## src/hdl/rmasg_div.sv

```systemverilog
module rmasg_div #(
  parameter int DVD_W = 64,
  parameter int DSR_W = 32
) (
  input  logic             clk,
  input  logic             rst_n,
  input  logic             start,
  input  logic [DVD_W-1:0] dividend,
  input  logic [DSR_W-1:0] divisor,
  output logic             done,
  output logic [DVD_W-1:0] quotient
);

  localparam int CNT_W = $clog2(DVD_W);

  // Restoring divider, one quotient bit per cycle.
  logic [DSR_W-1:0] rem_r;
  logic [DVD_W-1:0] quo_r;
  logic [DSR_W-1:0] dsr_r;
  logic [CNT_W-1:0] cnt_r;
  logic             busy_r;
  logic             done_r;
  logic [DSR_W:0]   rem_sh;
  logic             fits;
  logic [DSR_W:0]   rem_nxt;

  assign rem_sh  = {rem_r, quo_r[DVD_W-1]};
  assign fits    = rem_sh >= {1'b0, dsr_r};
  assign rem_nxt = fits ? rem_sh - {1'b0, dsr_r} : rem_sh;

  always_ff @(posedge clk) begin
    if (!rst_n) begin
      busy_r <= 1'b0;
      done_r <= 1'b0;
      cnt_r  <= '0;
    end else begin
      done_r <= 1'b0;
      if (start) begin
        rem_r  <= '0;
        quo_r  <= dividend;
        dsr_r  <= divisor;
        cnt_r  <= '0;
        busy_r <= 1'b1;
      end else if (busy_r) begin
        rem_r <= rem_nxt[DSR_W-1:0];
        quo_r <= {quo_r[DVD_W-2:0], fits};
        cnt_r <= cnt_r + 1'b1;
        if (cnt_r == CNT_W'(DVD_W - 1)) begin
          busy_r <= 1'b0;
          done_r <= 1'b1;
        end
      end
    end
  end

  assign done     = done_r;
  assign quotient = quo_r;

endmodule

```

## config.mk

```make
export PLATFORM = sky130hd
export DESIGN_NAME = rmasg_div
export DESIGN_NICKNAME = d
export VERILOG_FILES = /design/src/hdl/rmasg_div.sv
export SDC_FILE = /design/constraint.sdc
export NUM_CORES = 1
export LEC_CHECK = 0
export BUFFER_PORTS_ARGS = -buffer_cell sky130_fd_sc_hd__buf_2
export CELL_PAD_IN_SITES_DETAIL_PLACEMENT = 0
export CELL_PAD_IN_SITES_GLOBAL_PLACEMENT = 2
export CORE_ASPECT_RATIO = 0.6
export CORE_MARGIN = 2
export CORE_UTILIZATION = 35
export CTS_CLUSTER_DIAMETER = 30
export CTS_CLUSTER_SIZE = 14
export DETAILED_ROUTE_END_ITERATION = 8
export GPL_ROUTABILITY_DRIVEN = 0
export GPL_TIMING_DRIVEN = 0
export PLACE_DENSITY_LB_ADDON = 0.1
export SYNTH_ARGS = -nofsm -noshare
export SYNTH_HDL_FRONTEND = slang
export SYNTH_SLANG_ARGS = --single-unit
```

## constraint.sdc

```tcl
create_clock -name clk -period 7.8 [get_ports clk]
set_input_delay 1.95 -clock clk [delete_from_list [all_inputs] [get_ports clk]]
set_output_delay 1.95 -clock clk [all_outputs]
set_load 0.05 [all_outputs]
```

==> flow_summary.yaml <==
status:
  outcome: "finished, final reports clean"
sta:
  rsz0062_at_grt: "no"
  relSlewSlack_pct: 41.72
  layout_setup_ws_ps: 4351
  tns_ps: 0
  drv_slew: 0
  fin_crit_sh_pct: 44.22
  tightest_slew_ps: 874.2
  skew_ps: 11.01
  fin_hold_ws_ps: 501.8
  fmax_mhz: 289.9
  finalCriticalPeriod_ps: 3449
  setup_violations: 0
  hold_viol: 0
floorplan:
  die_x_um: 190.7
  die_h_um: 116.0
  core_sq_mm: 0.02027
  rows: 40
  initial_core_util_pct: 36.12
  die_area_sq_mm: 0.02213
  top_level_ports: 164
clock_tree:
  holdBufCountCts: 0
  clockRootBuffer: "clkbuf_16"
  numCtsBuffers: 17
  clk_latency_ps: 430
  cts.clk_slew.worst_paths_ps: 50
  h-tree-depth: 4
  cts_tree: "done"
  clockBufferDepth: 2
  cts_setup_buffers: 0
  post_cts_resized: 0
  numClockSinks: 136
global_routing:
  grt_max_degree: 64
  grt.overflow.total: 0
  grt_pass1_wl_um: 26830
  grt_antenna_before_repair: 0
  grt_pass1_vias: 4913
  grt_usage_pct: 16.14
setup_path:
  start_kind: "input pin"
  crit_arrival_ps: 3590
  critical_path_class: "in2reg"
  rrSetupSlack_ps: 4510
  worstPathRequired_ps: 7940
  path_max_fanout: 10
  crit_path_end_kind: "register"
drt:
  wl_per_cell_um: 16.99
  wl_met1_um: 9250
  routed-wl-met2_um: 7689
  vias_per_cell: 4.847
  dr.pass1.iters: 4
  met3_length_um: 805
  drtIter0Drc: 288
  wl_um: 17870
  top_layer_used: "met4"
  ant_nets: 0
  vias: 5099
  remaining_drc_errors: 0
run:
  max_cap_violations: 0
synth:
  yosys-top-cells-count: "128 x edfxtp_1, 63 x mux2_2, 45 x nor2_1"
  synth_top_family_by_area: "multiplexers"
  syn_nets: 717
  yosys.area.top_type: "edfxtp_1"
  synth.area.mux_share_pct: 13.79
  avgSynthCellArea_sq_um: 12.54
  synthFlopType: "edfxtp_1"
  yosysTopAreaCellShare_pct: 52.49
  synth_simple_gate_area_share_pct: 8.322
  synth_seq_area_share_pct: 54.68
  ys_seq_elements: 136
  netlist_area_sq_mm: 0.007322
  synthAdderAreaFrac_pct: 5.913
  synth_warnings: 0
  synth_area_leaders: "edfxtp_1 52%, mux2_2 9.7%, ha_1 5.6%"
  synth_compound_area_share_pct: 9.381
  synth_edf_count: 128
  async_reset_ff_share_pct: 0
  netlist-cell-type-count: 56
  yosysMostFrequentCell: "edfxtp_1"
  synth-xor-area-share_pct: 3.947
  netlist_instances: 584
cells_and_area:
  fin_util_pct: 45.31
  final_nets: 899
  diodes: 0
  stdcell_area_sq_mm: 0.009184
  drive_above_1_share_pct: 35.43
  areaGrowthSynthToFinish_pct: 25.43
  fillCellCount: 1930
power:
  internal-power_mw: 1.686
  irDropWorstVdd_mv: 0.1441
  clockPowerShare_pct: 39.1
  power_frac_comb_pct: 22.8
  switching_share_pct: 28.39
  p_switching_uw: 668.6
  power_density_mw_per_mm2: 256.4
  seq_power_share_pct: 38.0
  power_leakage_nw: 3.805
worst_hold_path:
  hp-class: "reg2reg"
place:
  place_area_sq_mm: 0.008511
  dp_slack_ps: 3887
  hpwl_um: 13560
  port_buffers: 162
==> layout by cell type (no fill, tap or decap), types with 16 or more instances in the layout <==
master,netlist,routed
clkbuf_1,18,19
inv_1,39,39
buf_2,2,164
mux2_2,63,63
xor2_1,16,16
a21oi_1,32,32
xnor2_1,17,17
nand2_1,27,27
clkbuf_16,0,17
nor2_1,45,45
ha_1,33,33
mux2i_1,30,30
edfxtp_1,128,128
==> layer usage <==
metal / vias to the layer above / track usage [%]
met4: 0 / 4.031
met5: - / 0
met1: 2472 / 23.87
met2: 97 / 23.08
met3: 9 / 4.634
li1: 2521 / -
==> critical path, cell delays in order <==
cell and delay, ps:
clkbuf_1 470, clkbuf_1 510, clkbuf_1 530, nor2_1 120
==> power by group through the flow <==
stage,registers [mW],clock network [mW],logic (mW)
global placement,0.913,0,0.534
global route,0.902,0.974,0.591
finish,0.895,0.921,0.538
CTS,0.896,0.945,0.542
detailed placement,0.911,0,0.538
floorplan,0.982,0,0.328
==> logic make-up after synthesis <==
group / after synthesis
AOI/OAI and AO/OA: 100
DFF: 136
and+or+nand+nor: 125
xor gates and xnor gates: 33
buffers and inverters: 63
adders and majority gates: 34
muxes: 93
==> final timing paths <==
| check | from | endpoint | cells past startpoint |
|---|---|---|---|
| worst max register to register | quotient[63] | rem_r[26] | 12 |
| worst max-delay path | start | rem_r[23] | 4 |
| worst min register to register | cnt_r[5] | cnt_r[5] | 2 |
| worst min-delay path | cnt_r[5] | cnt_r[5] | 2 |
==> sequential cells by signal, indices dropped and copies added, names as in the netlist <==
name	flops
dsr_r	32
quotient	64
cnt_r	6
busy_r	1
rem_r	32
done	1
==> final cells by class <==
type / instances / area, sq um / area share, %
Tap cell: 273 / 341.6 / 3.719
Buffer: 24 / 143.9 / 1.567
Inverter: 39 / 146.4 / 1.594
Timing Repair Buffer: 163 / 838.3 / 9.128
Multi-Input combinational cell: 385 / 3037 / 33.07
Clock buffer: 22 / 484.2 / 5.272
Clock inverter: 10 / 188.9 / 2.057
Sequential cell: 136 / 4004 / 43.60
==> metrics by stage <==
stage	std cells	power, mW
finish	1052	2.355
global placement	1019	1.448
detailed placement	1020	1.449
floorplan	584	1.311
global route	1052	2.467
CTS	1052	2.383
Note: power is estimated with default switching activity, not from simulation.
